$ cat src/design/u16u8_pkg.sv
`default_nettype none
// ----------------------------------------------------------------------------
// u16u8_pkg: shared types and constants for the UTF-16LE to UTF-8 transcoder
// Holds the code point entry that the front passes to the back and the
// byte encoding function used by the back serializer.
// ----------------------------------------------------------------------------
package u16u8_pkg;

  localparam int CpWidth  = 21;
  localparam int LenWidth = 2;
  localparam int IdxWidth = 2;

  localparam logic [7:0] Lead2 = 8'hC0;
  localparam logic [7:0] Lead3 = 8'hE0;
  localparam logic [7:0] Lead4 = 8'hF0;
  localparam logic [7:0] Cont  = 8'h80;

  localparam logic [4:0]  SurrogateTag = 5'b11011;
  localparam logic [10:0] SuppOffset   = 11'h040;

  typedef struct packed {
    logic [CpWidth-1:0]  cp;
    logic [LenWidth-1:0] len;
  } cp_entry_t;

  function automatic logic [7:0] encode_byte(input logic [CpWidth-1:0] cp,
                                              input logic [LenWidth-1:0] len,
                                              input logic [IdxWidth-1:0] idx);
    logic [7:0] b;
    b = {1'b0, cp[6:0]};
    case (len)
      2'd0: begin
        b = {1'b0, cp[6:0]};
      end
      2'd1: begin
        case (idx)
          2'd0:    b = Lead2 | {3'b000, cp[10:6]};
          default: b = Cont | {2'b00, cp[5:0]};
        endcase
      end
      2'd2: begin
        case (idx)
          2'd0:    b = Lead3 | {4'b0000, cp[15:12]};
          2'd1:    b = Cont | {2'b00, cp[11:6]};
          default: b = Cont | {2'b00, cp[5:0]};
        endcase
      end
      default: begin
        case (idx)
          2'd0:    b = Lead4 | {5'b00000, cp[20:18]};
          2'd1:    b = Cont | {2'b00, cp[17:12]};
          2'd2:    b = Cont | {2'b00, cp[11:6]};
          default: b = Cont | {2'b00, cp[5:0]};
        endcase
      end
    endcase
    return b;
  endfunction

endpackage
`default_nettype wire

$ cat src/design/utf16le_to_utf8_transcoder.sv
`default_nettype none
// ----------------------------------------------------------------------------
// utf16le_to_utf8_transcoder: UTF-16LE byte stream to UTF-8 byte stream
//
//   Channel  Direction  Signals                      Meaning
//   in       sink       in_valid/in_ready, data_byte  raw UTF-16LE byte
//   out      source     out_valid/out_ready,          UTF-8 byte, last marks
//                       utf8_byte, last               the end of a code point
//
// The front takes one input byte per cycle while the code point queue has room.
// The back serializer sends one UTF-8 byte per cycle while out_ready is high;
// a code point gives one to four bytes, two input bytes of BMP up to three.
// A code point is registered in the queue, then in the back's entry register.
// Reset empties the queue and clears pairing and surrogate state.
// Either side may stall; the queue lets the front keep accepting meanwhile.
// ----------------------------------------------------------------------------
module utf16le_to_utf8_transcoder #(
  parameter int QUEUE_DEPTH = 2
) (
  input  wire logic       clk,
  input  wire logic       rst,
  input  wire logic [7:0] data_byte,
  input  wire logic       in_valid,
  output logic            in_ready,
  output logic [7:0]      utf8_byte,
  output logic            last,
  output logic            out_valid,
  input  wire logic       out_ready
);

  logic                 q_full;
  logic                 push;
  u16u8_pkg::cp_entry_t push_entry;
  logic                 pop;
  logic                 q_valid;
  u16u8_pkg::cp_entry_t q_entry;

  u16u8_front u_front (
    .clk        (clk),
    .rst        (rst),
    .data_byte  (data_byte),
    .in_valid   (in_valid),
    .in_ready   (in_ready),
    .q_full     (q_full),
    .push       (push),
    .push_entry (push_entry)
  );

  u16u8_queue #(
    .DEPTH (QUEUE_DEPTH)
  ) u_queue (
    .clk        (clk),
    .rst        (rst),
    .push       (push),
    .push_entry (push_entry),
    .full       (q_full),
    .pop        (pop),
    .pop_valid  (q_valid),
    .pop_entry  (q_entry)
  );

  u16u8_back u_back (
    .clk       (clk),
    .rst       (rst),
    .q_valid   (q_valid),
    .q_entry   (q_entry),
    .pop       (pop),
    .utf8_byte (utf8_byte),
    .last      (last),
    .out_valid (out_valid),
    .out_ready (out_ready)
  );

endmodule
`default_nettype wire

$ cat src/design/u16u8_front.sv
`default_nettype none
// ----------------------------------------------------------------------------
// u16u8_front: byte pairing and surrogate handling
// Pairs bytes into code units, joins surrogate pairs, drops lone surrogates
// plus the unit after a lone high one; pushes code points and UTF-8 lengths.
// ----------------------------------------------------------------------------
module u16u8_front (
  input  wire logic                 clk,
  input  wire logic                 rst,
  input  wire logic [7:0]           data_byte,
  input  wire logic                 in_valid,
  output logic                      in_ready,
  input  wire logic                 q_full,
  output logic                      push,
  output u16u8_pkg::cp_entry_t      push_entry
);

  logic [7:0]  pending_low_byte;
  logic        have_low_byte;
  logic [9:0]  held_high_bits;
  logic        have_high_surrogate;

  logic [15:0] unit;
  logic        is_sur;
  logic        is_hi;
  logic        is_lo;
  logic        emit;
  logic        accept;
  logic [10:0] plane;
  logic [u16u8_pkg::CpWidth-1:0] cp;

  assign unit   = {data_byte, pending_low_byte};
  assign is_sur = (unit[15:11] == u16u8_pkg::SurrogateTag);
  assign is_hi  = is_sur & ~unit[10];
  assign is_lo  = is_sur & unit[10];
  assign emit   = have_high_surrogate ? is_lo : ~is_sur;
  assign plane  = {1'b0, held_high_bits} + u16u8_pkg::SuppOffset;
  assign cp     = have_high_surrogate ? {plane, unit[9:0]} : {5'b00000, unit};

  assign in_ready = ~have_low_byte | ~q_full;
  assign accept   = in_valid & in_ready;
  assign push     = accept & have_low_byte & emit;

  always_comb begin
    push_entry.cp = cp;
    if (cp[20:16] != 5'd0) begin
      push_entry.len = 2'd3;
    end else if (cp[15:11] != 5'd0) begin
      push_entry.len = 2'd2;
    end else if (cp[10:7] != 4'd0) begin
      push_entry.len = 2'd1;
    end else begin
      push_entry.len = 2'd0;
    end
  end

  always_ff @(posedge clk) begin
    if (rst) begin
      have_low_byte       <= 1'b0;
      have_high_surrogate <= 1'b0;
    end else if (accept) begin
      if (!have_low_byte) begin
        have_low_byte <= 1'b1;
      end else begin
        have_low_byte <= 1'b0;
        if (have_high_surrogate) begin
          have_high_surrogate <= 1'b0;
        end else if (is_hi) begin
          have_high_surrogate <= 1'b1;
        end
      end
    end
  end

  always_ff @(posedge clk) begin
    if (accept && !have_low_byte) begin
      pending_low_byte <= data_byte;
    end
    if (accept && have_low_byte && !have_high_surrogate && is_hi) begin
      held_high_bits <= unit[9:0];
    end
  end

endmodule
`default_nettype wire

$ cat src/design/u16u8_queue.sv
`default_nettype none
// ----------------------------------------------------------------------------
// u16u8_queue: code point queue
// A small FIFO of code point entries between the front and the back.
// ----------------------------------------------------------------------------
module u16u8_queue #(
  parameter int DEPTH = 2
) (
  input  wire logic                 clk,
  input  wire logic                 rst,
  input  wire logic                 push,
  input  wire u16u8_pkg::cp_entry_t push_entry,
  output logic                      full,
  input  wire logic                 pop,
  output logic                      pop_valid,
  output u16u8_pkg::cp_entry_t      pop_entry
);

  localparam int AW = (DEPTH > 1) ? $clog2(DEPTH) : 1;
  localparam int CW = $clog2(DEPTH + 1);

  u16u8_pkg::cp_entry_t mem [DEPTH];
  logic [AW-1:0] wr_ptr;
  logic [AW-1:0] rd_ptr;
  logic [CW-1:0] count;
  logic          do_push;
  logic          do_pop;

  assign full      = (count == CW'(DEPTH));
  assign pop_valid = (count != '0);
  assign pop_entry = mem[rd_ptr];
  assign do_push   = push & ~full;
  assign do_pop    = pop & pop_valid;

  always_ff @(posedge clk) begin
    if (do_push) begin
      mem[wr_ptr] <= push_entry;
    end
  end

  always_ff @(posedge clk) begin
    if (rst) begin
      wr_ptr <= '0;
      rd_ptr <= '0;
      count  <= '0;
    end else begin
      if (do_push) begin
        wr_ptr <= (wr_ptr == AW'(DEPTH - 1)) ? '0 : wr_ptr + 1'b1;
      end
      if (do_pop) begin
        rd_ptr <= (rd_ptr == AW'(DEPTH - 1)) ? '0 : rd_ptr + 1'b1;
      end
      if (do_push && !do_pop) begin
        count <= count + 1'b1;
      end else if (do_pop && !do_push) begin
        count <= count - 1'b1;
      end
    end
  end

endmodule
`default_nettype wire

$ cat src/design/u16u8_back.sv
`default_nettype none
// ----------------------------------------------------------------------------
// u16u8_back: UTF-8 byte serializer
// Holds one code point and emits its UTF-8 bytes one beat at a time.
// ----------------------------------------------------------------------------
module u16u8_back (
  input  wire logic                 clk,
  input  wire logic                 rst,
  input  wire logic                 q_valid,
  input  wire u16u8_pkg::cp_entry_t q_entry,
  output logic                      pop,
  output logic [7:0]                utf8_byte,
  output logic                      last,
  output logic                      out_valid,
  input  wire logic                 out_ready
);

  u16u8_pkg::cp_entry_t           cur;
  logic                           cur_valid;
  logic [u16u8_pkg::IdxWidth-1:0] idx;
  logic                           beat;

  assign out_valid = cur_valid;
  assign utf8_byte = u16u8_pkg::encode_byte(cur.cp, cur.len, idx);
  assign last      = (idx == cur.len);
  assign beat      = cur_valid & out_ready;
  assign pop       = q_valid & (~cur_valid | (beat & last));

  always_ff @(posedge clk) begin
    if (rst) begin
      cur_valid <= 1'b0;
      idx       <= '0;
    end else if (pop) begin
      cur_valid <= 1'b1;
      idx       <= '0;
    end else if (beat) begin
      if (last) begin
        cur_valid <= 1'b0;
        idx       <= '0;
      end else begin
        idx <= idx + 1'b1;
      end
    end
  end

  always_ff @(posedge clk) begin
    if (pop) begin
      cur <= q_entry;
    end
  end

endmodule
`default_nettype wire

$ cat config.mk
export PLATFORM = sky130hd
export DESIGN_NAME = utf16le_to_utf8_transcoder
export DESIGN_NICKNAME = d
export VERILOG_FILES = /design/src/design/u16u8_pkg.sv /design/src/design/utf16le_to_utf8_transcoder.sv /design/src/design/u16u8_front.sv /design/src/design/u16u8_queue.sv /design/src/design/u16u8_back.sv
export SDC_FILE = /design/constraint.sdc
export NUM_CORES = 1
export LEC_CHECK = 0
export ABC_AREA = 1
export BUFFER_PORTS_ARGS = -buffer_cell sky130_fd_sc_hd__buf_2
export CAP_MARGIN = 20
export CORE_ASPECT_RATIO = 0.75
export CORE_MARGIN = 4
export CORE_UTILIZATION = 55
export CTS_CLUSTER_SIZE = 16
export DETAILED_ROUTE_END_ITERATION = 7
export PLACE_DENSITY = 0.79
export SKIP_LAST_GASP = 1
export SLEW_MARGIN = 10
export SYNTH_ARGS = -nofsm -noshare
export SYNTH_HDL_FRONTEND = slang
export SYNTH_HIERARCHICAL = 1
export SYNTH_SLANG_ARGS = --single-unit
$ cat constraint.sdc
create_clock -name clk -period 2.1 [get_ports clk]
set_input_delay 0 -clock clk [delete_from_list [all_inputs] [get_ports clk]]
set_output_delay 0 -clock clk [all_outputs]
set_load 0.01 [all_outputs]
# Word-level counts from Yosys, hierarchy flattened
# Memory sizes are Yosys's and may differ from the RTL's. A register that Yosys moved wholly into a read port is not among the register bits.
# Cells that the tools add are included.
# op_classes
multipliers	0
n_bitwise	17
add_sub_neg	6
n_eq_ne	7
n_mux	22
div_mod_pow	0
n_reduce_logical	22
shift	0
n_lt_le_gt_ge	0
# op_table
operator	count
8-bit case mux with 3 select lines	1
21-bit two-way mux	1
7-bit case mux with 3 select lines	1
7-bit case mux with 2 select lines	1
1-bit two-way mux	12
10-bit by 7-bit adder with 11-bit output (second input constant)	1
1-bit AND	10
2-bit two-way mux	5
5-bit nonzero test	2
2-bit nonzero test	4
7-bit two-way mux	1
2-bit == test (second input constant)	3
1-bit logical AND	6
5-bit == test (second input constant)	1
1-bit NOT	5
2-bit by 1-bit adder with 2-bit output (second input constant)	2
2-bit by 1-bit == test with 1-bit output (second input constant)	2
1-bit zero test	4
2-bit zero test	2
2-bit AND reduction	2
4-bit nonzero test	1
1-bit adder (second input constant)	2
2-bit == test	1
1-bit bitwise OR	2
other kinds (2)	2
# totals
in_bits	12
output_inout_bits	11
mem_bits_rw	46
latchBits	0
register_bits	27
wordCells	84
memories	1
romBits	0
# mem_list
memory	depth	word_bits	read_ports	rd_ports_with_merged_regs	write_ports	line_no	rtl
u_queue.mem	2	23	1	1	1	u16u8_queue.sv:22	u16u8_pkg::cp_entry_t mem [DEPTH];

# Depth between registers and ports, before layout
# Gate-level depths: netlist of run 1.
# logic_depth
word_depth	11
depth_mapped	16
mapped_depth_nobuf	15

# By module
# Netlist of run 1, hierarchy kept.
# by_module_without_submodules
module	seq_area_each_um2	n_inst	cells_per_inst	area_each_um2
u16u8_queue	1481.4	1	108	1906.8
u16u8_back	750.7	1	151	1397.6
u16u8_front	580.6	1	104	960.9

# Least setup slack after synthesis of run 1
# No wires, ideal clock.
# synth_timing
kind	register to register
start	reg u_queue.count[1]
end	mem u_queue/mem[1][0] in the netlist's numbering, enable pin
path_stages_with_launch	8
setup_time_ns	0.403
t_required_ns	1.697
n_path_buf	0
synth_period_minus_slack_ns	2.327
arrival_ns	1.924
setup_slack_ns	-0.227
path_cell_list	dfxtp_1 > inv_1 > nor2_1 > nand2_1 > nand3_1 > a21oi_1 > o21ai_2 > nor2_1
# synth_via
elab_chain_len	9
# synth_rtl
item	line_no	rtl
from (decl)	u16u8_queue.sv:25	logic [CW-1:0] count;
from (signal assigned)	u16u8_queue.sv:54	count <= count + 1'b1;
from (signal assigned)	u16u8_queue.sv:56	count <= count - 1'b1;
2-bit == test	u16u8_queue.sv:29	assign full = (count == CW'(DEPTH));
named net q_full	utf16le_to_utf8_transcoder.sv:31	logic q_full;
1-bit NOT	u16u8_front.sv:40	assign in_ready = ~have_low_byte | ~q_full;
1-bit bitwise OR	u16u8_front.sv:40	
named net in_ready	utf16le_to_utf8_transcoder.sv:24	output logic in_ready,
1-bit AND	u16u8_front.sv:41	assign accept = in_valid & in_ready;
1-bit AND (2 in series)	u16u8_front.sv:42	assign push = accept & have_low_byte & emit;
named net push	utf16le_to_utf8_transcoder.sv:32	logic push;
1-bit AND	u16u8_queue.sv:32	assign do_push = push & ~full;
1-bit two-way mux	u16u8_queue.sv:36	if (do_push) begin
1-bit two-way mux (implied by the code)	u16u8_queue.sv:37	mem[wr_ptr] <= push_entry;
to (decl)	u16u8_queue.sv:22	
# The timed path passes the listed nets, and every way through them passes these cells.

# Worst setup path in the final report of run 1
# layout_timing
start	reg u_front.have_high_surrogate
end	reg u_queue.count[0]
# layout_via
elab_chain_len	6
word_cells_on_any_way	8
cone_classes	mux: 2; bitwise: 2; reduce/logical: 4
# layout_rtl
item	line_no	rtl
from (decl)	u16u8_front.sv:21	logic have_high_surrogate;
from (signal assigned)	u16u8_front.sv:60	have_high_surrogate <= 1'b0;
from (signal assigned)	u16u8_front.sv:67	have_high_surrogate <= 1'b0;
from (signal assigned)	u16u8_front.sv:69	have_high_surrogate <= 1'b1;
1-bit two-way mux (*)	u16u8_front.sv:36	assign emit = have_high_surrogate ? is_lo : ~is_sur;
1-bit AND (*)	u16u8_front.sv:42	
named net push	utf16le_to_utf8_transcoder.sv:32	
1-bit AND (*)	u16u8_queue.sv:32	
1-bit zero test	u16u8_queue.sv:55	end else if (do_pop && !do_push) begin
1-bit logical AND	u16u8_queue.sv:55	
2-bit nonzero test (no line)	--	
# Mark *: on every way through the listed nets, which the timed path passes. The rest lies on a longest branch.
# A chain may end at the register's enable or synchronous reset.

==> impl_metrics.ini, run 1 <==
[timing]
slew_headroom_pct = 57.8
setup_tns_ps = 0
final_max_slew_viol_count = 0
rsz0062_at_grt = true
hold_violations = 0
max_freq_mhz = 512
fin_ws_ps = 146
worstMarginPinSlew_ps = 630
finalCritPeriodShare_pct = 93.1
skew_ps = 7.70
setup_viol = 0
period_minus_slack_ps = 1950

[synth]
synthDistinctLibCells = 24
ys_seq_area_share_pct = 65.9
synthesis.nets = 382
synth_area_sq_um = 4270
ys_seq_elements = 97
syn-mean-instance-area_sq_um = 11.8
syn_inst = 363
ys_warn_count = 6

[finish]
nNetsFinal = 423
antenna_cells = 0
areaGrowthSynthToFinish_pct = 14.1
fillerInstances = 549
drive_above_1_share_pct = 22.7

[route]
vias = 2721
drt_first_iter_violations = 293
drt_first_pass_iters = 5
via_per_inst = 5.34
drt-total-wl_mm = 7.86
drcViolationCount = 0
routedWlPerCell_microns = 15.4
antenna_left = 0

[cts]
htreeDepth = 3
path_clk_slew_ps = 90
clock_latency_ps = 350
cts_buffers = 9
cts_tree = yes
cts_buffer_depth = 2
clock-sinks = 97
cts_setup_buffers = 0
clock-root-buffer = clkbuf_8

[grt]
grt_pass1_wl_mm = 13.5
track_usage_pct = 18.9
grt_pass1_vias = 2707
grt_max_degree = 26
antenna_found_initial = 0
grt_overflow = 0

[hold_path]
min_to = u_back/idx[0]
hold_depth = 4
min_path_type = in -> reg
min-delay-start = out_ready

[worst_setup_path]
cp_slowest_cell = dfxtp_1
r2r_end = u_queue/count[0]
ff2ff_path_depth = 8
endpoint_kind = register
cp.required_ps = 2330
cp_cell_sequence = inv_2, o21ai_0, a21oi_1, o21ai_2, inv_1, ha_1, o21ai_0, a21oi_1
start_kind = register
worstReg2RegStart = u_front/have_high_surrogate
arrival_ps = 2190
crit_fanout = 13
slowest_delay_ps = 590
crit_type = reg -> reg
timing.reg2reg.setup_slack_ps = 150

[floorplanning]
core_sq_um = 7430
die_x_microns = 110
rows = 27
ios = 23
dieArea_sq_um = 9240
initial_core_util_pct = 57.4
fp.dieH_microns = 84.3

[run]
maxCapViolations = 0

[power_and_ir_drop]
p_leak_nw = 1.90
power.density_nw_per_um2 = 924
vdd_drop_max_uv = 770

[placement]
post-dp-hpwl_mm = 5.55
place_ws_ps = 247
io_buffers = 22
globalplace.congestion = 0.912

[outcome]
status = finished clean
[kinds of logic (layout without fill, tap and decap cells)]
family	Yosys count	after routing	synth area share (%)
flops	97	97	65.9
compound gates	33	33	4.69
buf+inv	55	101	5.78
mux	23	23	6.07
simple gates	148	148	15.5
fa+ha+maj	7	7	2.05
[cell usage after synthesis, drive strengths merged]
cell type	instances	area (sq um)
nand3b	3	22.5
nor3	2	10.0
dfxtp	10	200
inv	46	173
mux2	23	259
o21ai	10	53.8
nand4	7	43.8
a21oi	10	50.1
edfxtp	87	2610
nand3	28	145
nor2	29	119
buf	9	73.8
nand2	79	319
o22ai	1	6.26
o211ai	12	90.1
ha	7	87.6
[worst max-delay path, delay by kind of cell, from the launching register on]
family                   cells  cell delay (ps)
adder cells (fa/ha/maj)      1              320
AO/OA/AOI/OAI                5              670
buffers and inverters        2              260
flip-flops                   1              590
[final cells by class]
class | count | area, sq um | area share, %
Timing Repair Buffer | 39 | 290 | 5.96
Clock buffer | 9 | 124 | 2.54
Tap cell | 101 | 126 | 2.60
Multi-Input combinational cell | 211 | 1220 | 25.1
Clock inverter | 7 | 118 | 2.42
Inverter | 46 | 176 | 3.62
Sequential cell | 97 | 2810 | 57.8
[sequential cells by signal, indices dropped and copies added, names as in the netlist, named ones only]
| register | count |
|---|---|
| u_front/have_low_byte | 1 |
| u_front/held_high_bits | 10 |
| u_queue/wr_ptr | 1 |
| u_queue/rd_ptr | 1 |
| u_queue/count | 2 |
| u_queue/mem | 46 |
| u_back/cur | 23 |
| u_front/pending_low_byte | 8 |
| u_front/have_high_surrogate | 1 |
| u_back/idx | 2 |
| u_back/out_valid | 1 |
[cells in the final DEF (no fill, tap or decap), drive strengths merged, types with 7 or more instances in the layout]
cell,Yosys,routed
edfxtp,87,87
inv,46,46
a21oi,10,10
o211ai,12,12
o21ai,10,10
dlygate4sd3,0,11
buf,9,28
nor2,29,29
ha,7,7
nand4,7,7
dfxtp,10,10
clkbuf,0,9
nand2,79,79
mux2,23,23
nand3,28,28
[worst max path at each step]
stage	startpoint	slack, ps	cells after the start	end
2_1_floorplan	u_queue/count[1]	-230	7	u_queue/mem[1][0]
3_3_place_gp	u_back/cur[1]	330	14	u_queue/count[1]
3_5_place_dp	u_front/have_high_surrogate	250	10	u_queue/count[1]
4_1_cts	u_back/idx[0]	60	7	utf8_byte[3]
5_1_grt	u_back/idx[0]	-20	7	utf8_byte[3]
6_report	u_front/have_high_surrogate	150	8	u_queue/count[0]
[metrics by stage]
stage | instances | power, mW | hold slack, ps | util, % | cell area [sq um]
after floorplan | 363 | 2.89 | 69.1 | - | 4270
after global placement | 483 | 3.11 | 194 | 60.6 | 4510
after detailed placement | 483 | 3.12 | 199 | 60.6 | 4510
after CTS | 510 | 4.52 | 21.1 | 65.4 | 4860
after global routing | 510 | 4.73 | 67.4 | 65.5 | 4870
final | 510 | 4.50 | 37.5 | 65.5 | 4870
[layer usage]
layer	global-route usage, %	vias to the layer above	part of all wire, %
met5	0	-	0
met4	5.21	0	1.1
met3	4.77	9	7.1
met2	29.2	88	46
met1	26.7	1287	46
li1	-	1337	-
[timing repair]
item | in CTS | in global routing
resized for setup | 0 | 3
endpoints found under the hold margin | 19 | 0
hold buffers | 11 | 0
setup endpoints to repair | 0 | 6
[power breakdown]
part / switching (mW) / internal [mW] / total (mW)
logic: 0.437 / 0.281 / 0.718
clock network: 0.603 / 0.792 / 1.39
registers: 0.0940 / 2.29 / 2.38
total: 1.13 / 3.36 / 4.50
(Power assumes the default switching activity.)
==> run 2, diff against run 1 <==
- CORE_UTILIZATION: 55 -> 60
- PLACE_DENSITY: 0.79 -> 0.81
- clock period: 2.1 -> 1.8 ns (I/O delays scaled with it)
==> run 2 against run 1 <==
Compared with the run above: via count increased by 3.7%; global-route usage rose by 2.0 points; sequential share of layout area is 2.1 points lower; final area is 4.0% higher; setup slack got worse by 140 ps; non-clock buffer count up 9; clock skew fell by 0.88 ps; sequential power grew 17%; die area shrank 7.6%; utilization rose by 8.2 points; critical path type is now reg -> out.
==> impl_metrics.ini, run 2 (synthesized netlist as in run 1, its figures left out) <==
[route]
drt_first_pass_iters = 5
drt-total-wl_mm = 8.48
drt_first_iter_violations = 242
antenna_left = 0
routedWlPerCell_microns = 16.4
drcViolationCount = 0
vias = 2822
via_per_inst = 5.46

[floorplanning]
fp.dieH_microns = 81.0
dieArea_sq_um = 8540
ios = 23
rows = 26
die_x_microns = 105
core_sq_um = 6860
initial_core_util_pct = 62.1

[worst_setup_path]
cp_slowest_cell = dfxtp_4
start_kind = register
crit_type = reg -> out
cp_cell_sequence = clkinvlp_4, ha_4, inv_4, nand2_2, nand2_1, o211ai_1, nand4_1, buf_2
crit_fanout = 6
endpoint_kind = output pin
arrival_ps = 1800
cp.required_ps = 1800
slowest_delay_ps = 380

[cts]
clock-sinks = 97
path_clk_slew_ps = 90
cts_buffers = 9
clock_latency_ps = 350
clock-root-buffer = clkbuf_8
cts_buffer_depth = 2
htreeDepth = 3
cts_tree = yes

[finish]
antenna_cells = 0
register_area_sq_um = 2820
multi_input_area_sq_um = 1320
fin_cells = 517
areaGrowthSynthToFinish_pct = 18.7
largest_reg_flops = 46
top_register = u_queue/mem
nNetsFinal = 433
most-common-layout-cells = 87 x edfxtp_1, 64 x nand2_1, 36 x inv_1
mostFrequentLayoutCell = edfxtp_1
largestRegisters = u_queue/mem x46, u_back/cur x23, u_front/held_high_bits x10
drive_above_1_share_pct = 29.8
fillerInstances = 424

[power_and_ir_drop]
vdd_drop_max_uv = 885
p_leak_nw = 1.95
p_sw_mw = 1.39
power_frac_clock_pct = 30.6
power.density_nw_per_um2 = 1060
p_int_mw = 4.00
power.total_mw = 5.39
p_sw_share_pct = 25.8
share_seq_of_total_power_pct = 51.7
p_comb_share_pct = 17.6

[grt]
met3_usage_pct = 5.48
grt_overflow = 0
track_usage_pct = 20.9
grt_pass1_wl_mm = 13.5
grt_busiest_layer = met2
grt_max_degree = 24
grt_util_met1_pct = 27.4
antenna_found_initial = 0
grt_use_met2_pct = 34.5
grt_pass1_vias = 2717

[placement]
io_buffers = 22
dp_cells = 484
globalplace.congestion = 0.936
post-dp-hpwl_mm = 5.60

[run]
maxCapViolations = 0

[timing]
whs_ps = 58.5
hold_violations = 0
skew_ps = 6.82
max_freq_mhz = 557
slew_headroom_pct = 57.9
worstMarginPinSlew_ps = 629
rsz0062_at_grt = true
period_minus_slack_ps = 1800
finalCritPeriodShare_pct = 99.8
setup_viol = 0
final_max_slew_viol_count = 0

[outcome]
status = finished clean

[hold_path]
min_path_type = in -> reg
==> run 2: final timing paths <==
path                                                   from                   endpoint  slack (ps)  cells after the start
worst max-delay path                          u_back/idx[0]               utf8_byte[4]           4                      8
worst min-delay path                              out_ready              u_back/idx[0]          60                      4
worst max register to register                u_back/idx[0]           u_queue/count[1]         100                     14
worst min register to register  u_front/pending_low_byte[5]  u_front/held_high_bits[5]         480                      0
==> run 2: layout make-up <==
cell class,instances,share of cell area [%]
clock buffer,10,2.52
clock inverter,6,2.27
inverter,46,3.66
multi-input combinational,212,26.1
sequential,97,55.7
tap,98,2.42
timing repair buffer,48,7.29
==> run 2: critical path, delay by kind of cell, from the launching register on <==
family	cells	cell delay (ps)
buffers and inverters	3	380
adder cells (fa/ha/maj)	1	240
AO/OA/AOI/OAI	1	110
flip-flops	1	380
AND/OR/NAND/NOR	3	330
==> run 2: per-layer routing <==
layer  part of all wire [%]  routed length [microns]
met4                    1.5                      124
met2                     48                     4090
met3                    5.4                      457
met1                     45                     3810
met5                      0                        0
==> run 2: repair_timing <==
| action | in CTS | in global routing |
|---|---|---|
| gates resized for setup | 13 | 24 |
| gates cloned | 0 | 1 |
| endpoints found under the setup margin | 6 | 54 |
| hold buffers | 11 | 0 |
| pin swaps | 0 | 9 |
| endpoints found under the hold margin | 19 | 0 |
| setup buffers | 0 | 5 |
==> run 2: power by group through the flow <==
stage               Sequential, mW  Combinational, mW  Clock [mW]
global route                  2.80               1.04        1.78
global placement              2.82              0.816           0
finish                        2.79              0.950        1.65
CTS                           2.78              0.890        1.68
floorplan                     2.80              0.584           0
detailed placement            2.83              0.842           0
==> run 2: per-stage QoR <==
step / instance area [sq um] / TNS (ps) / setup WS [ps] / util [%]
after global placement: 4550 / 0 / 196 / 66.3
after floorplan: 4300 / -7290 / -156 / -
after CTS: 4950 / 0 / 0.852 / 72.1
after global routing: 5060 / -458 / -93.7 / 73.7
after detailed placement: 4550 / 0 / 119 / 66.3
final: 5060 / 0 / 4.39 / 73.7
==> run 3, diff against run 2 <==
- RECOVER_POWER: unset -> 25
==> run 3 against run 2 <==
Compared with the run above: count of clock-buffer cells in the layout unchanged; final cell count unchanged; sequential share of layout area is 0.14 points higher; global-route usage did not move; largest cell class unchanged.
==> impl_metrics.ini, run 3 (synthesized netlist as in run 1, its figures left out) <==
[hold_path]
min-delay-start = out_ready
min_path_type = in -> reg

[cts]
cts_buffers = 9
clock_latency_ps = 360
cts_tree = yes
cts_buffer_depth = 2
path_clk_slew_ps = 90
clock-sinks = 97
clock-root-buffer = clkbuf_8
htreeDepth = 3

[floorplanning]
core_sq_um = 6860
ios = 23
rows = 26
fp.dieH_microns = 81.0
die_x_microns = 105
initial_core_util_pct = 62.1
dieArea_sq_um = 8540

[outcome]
status = finished clean

[finish]
mostFrequentLayoutCell = edfxtp_1
nNetsFinal = 433
fin_area_sq_um = 5050
drive_above_1_share_pct = 27.7
areaGrowthSynthToFinish_pct = 18.4
antenna_cells = 0
largest_reg_flops = 46
largestRegisters = u_queue/mem x46, u_back/cur x23, u_front/held_high_bits x10
most-common-layout-cells = 87 x edfxtp_1, 65 x nand2_1, 36 x inv_1
top_register = u_queue/mem

[worst_setup_path]
crit_type = reg -> out
timing.reg2reg.setup_slack_ps = 90
ff2ff_path_depth = 14
crit_end = utf8_byte[4]
crit_start = u_back/idx[0]
arrival_ps = 1800
crit_fanout = 6
endpoint_kind = output pin
cp.required_ps = 1800
start_kind = register
r2r_end = u_queue/count[1]
worstReg2RegStart = u_back/idx[0]

[grt]
grt_max_degree = 24
grt_pass1_wl_mm = 13.5
grt_overflow = 0
track_usage_pct = 20.9
grt_pass1_vias = 2717
antenna_found_initial = 0

[route]
drcViolationCount = 0
drt_first_pass_iters = 5
antenna_left = 0
routedWlPerCell_microns = 16.5
via_per_inst = 5.46
drt_first_iter_violations = 241
drt-total-wl_mm = 8.52
vias = 2824

[power_and_ir_drop]
vdd_drop_max_uv = 890
power.density_nw_per_um2 = 1070
p_sw_mw = 1.39
p_sw_share_pct = 25.8
power.total_mw = 5.39
power_frac_clock_pct = 30.7
p_int_mw = 3.99
p_leak_nw = 1.93
share_seq_of_total_power_pct = 51.7
p_comb_share_pct = 17.6

[placement]
place_ws_ps = 119
placed_cell_area_sq_um = 4550
io_buffers = 22
post-dp-hpwl_mm = 5.60
globalplace.congestion = 0.936

[timing]
rsz0062_at_grt = true
period_minus_slack_ps = 1800
setup_viol = 0
fin_ws_ps = 4.10
skew_ps = 7.41
worstMarginPinSlew_ps = 631
final_max_slew_viol_count = 0
slew_headroom_pct = 57.8
max_freq_mhz = 557
finalCritPeriodShare_pct = 99.8
hold_violations = 0

[run]
maxCapViolations = 0
==> run 3: cell count changes in the layout (fill, tap and decap cells not counted), sizes merged <==
cell    previous run  this run
buf               37        29
clkbuf            10        18
==> run 3: power groups by stage <==
| stage | clock network, mW | registers, mW | logic, mW |
|---|---|---|---|
| 2_1_floorplan | 0 | 2.80 | 0.584 |
| 3_3_place_gp | 0 | 2.82 | 0.816 |
| 3_5_place_dp | 0 | 2.83 | 0.842 |
| 4_1_cts | 1.68 | 2.78 | 0.890 |
| 5_1_grt | 1.78 | 2.80 | 1.04 |
| 6_report | 1.65 | 2.79 | 0.947 |
==> run 3: stage by stage <==
step	hold slack (ps)	setup TNS [ps]	util, %	instances
4_1_cts	49.6	0	72.1	511
2_1_floorplan	69.1	-7290	-	363
5_1_grt	55.5	-458	73.6	517
3_5_place_dp	199	0	66.3	484
3_3_place_gp	194	0	66.3	484
6_report	55.5	0	73.6	517
==> run 3: critical path, cell delays in order, from the launching register on <==
cell and delay, ps:
dfxtp_4 380, clkinvlp_4 170, ha_4 240, inv_4 80, nand2_2 100, nand2_1 120
o211ai_1 110, nand4_1 110, buf_2 130
==> run 3: worst min-delay path by stage <==
| stage | cells past startpoint | slack, ps | endpoint |
|---|---|---|---|
| 6_report | 4 | 60 | u_back/idx[0] |
| 5_1_grt | 4 | 60 | u_back/idx[0] |
| 4_1_cts | 4 | 50 | u_back/idx[0] |
| 3_5_place_dp | 1 | 200 | u_front/pending_low_byte[5] |
| 3_3_place_gp | 1 | 190 | u_front/pending_low_byte[5] |
| 2_1_floorplan | 1 | 70 | u_back/out_valid |
==> run 3: per-layer routing <==
metal  track usage [%]  up-vias  share of wire (%)  wire [microns]
met5                 0        -                  0               0
met4              6.55        0                1.8             155
met3              5.48       17                5.7             483
met2              34.5      115                 48            4070
met1              27.4     1336                 45            3810
li1                  -     1356                  -               -
==> run 3: area by class of cell <==
type	count	area, sq um
clock buffers	10	128
clock inverters	6	115
fillers	430	1820
inverters	46	185
multi-input cells	212	1320
flip-flops and latches	97	2820
well taps	98	123
repair buffers	48	359
==> run 3: what timing repair did <==
| item | CTS | global route |
|---|---|---|
| cloned | 0 | 1 |
| endpoints found under the setup margin | 6 | 54 |
| hold endpoints to repair | 19 | 0 |
| hold buffers | 11 | 0 |
| buffers inserted | 0 | 5 |
| gates resized for setup | 13 | 24 |
| pin swaps | 0 | 9 |
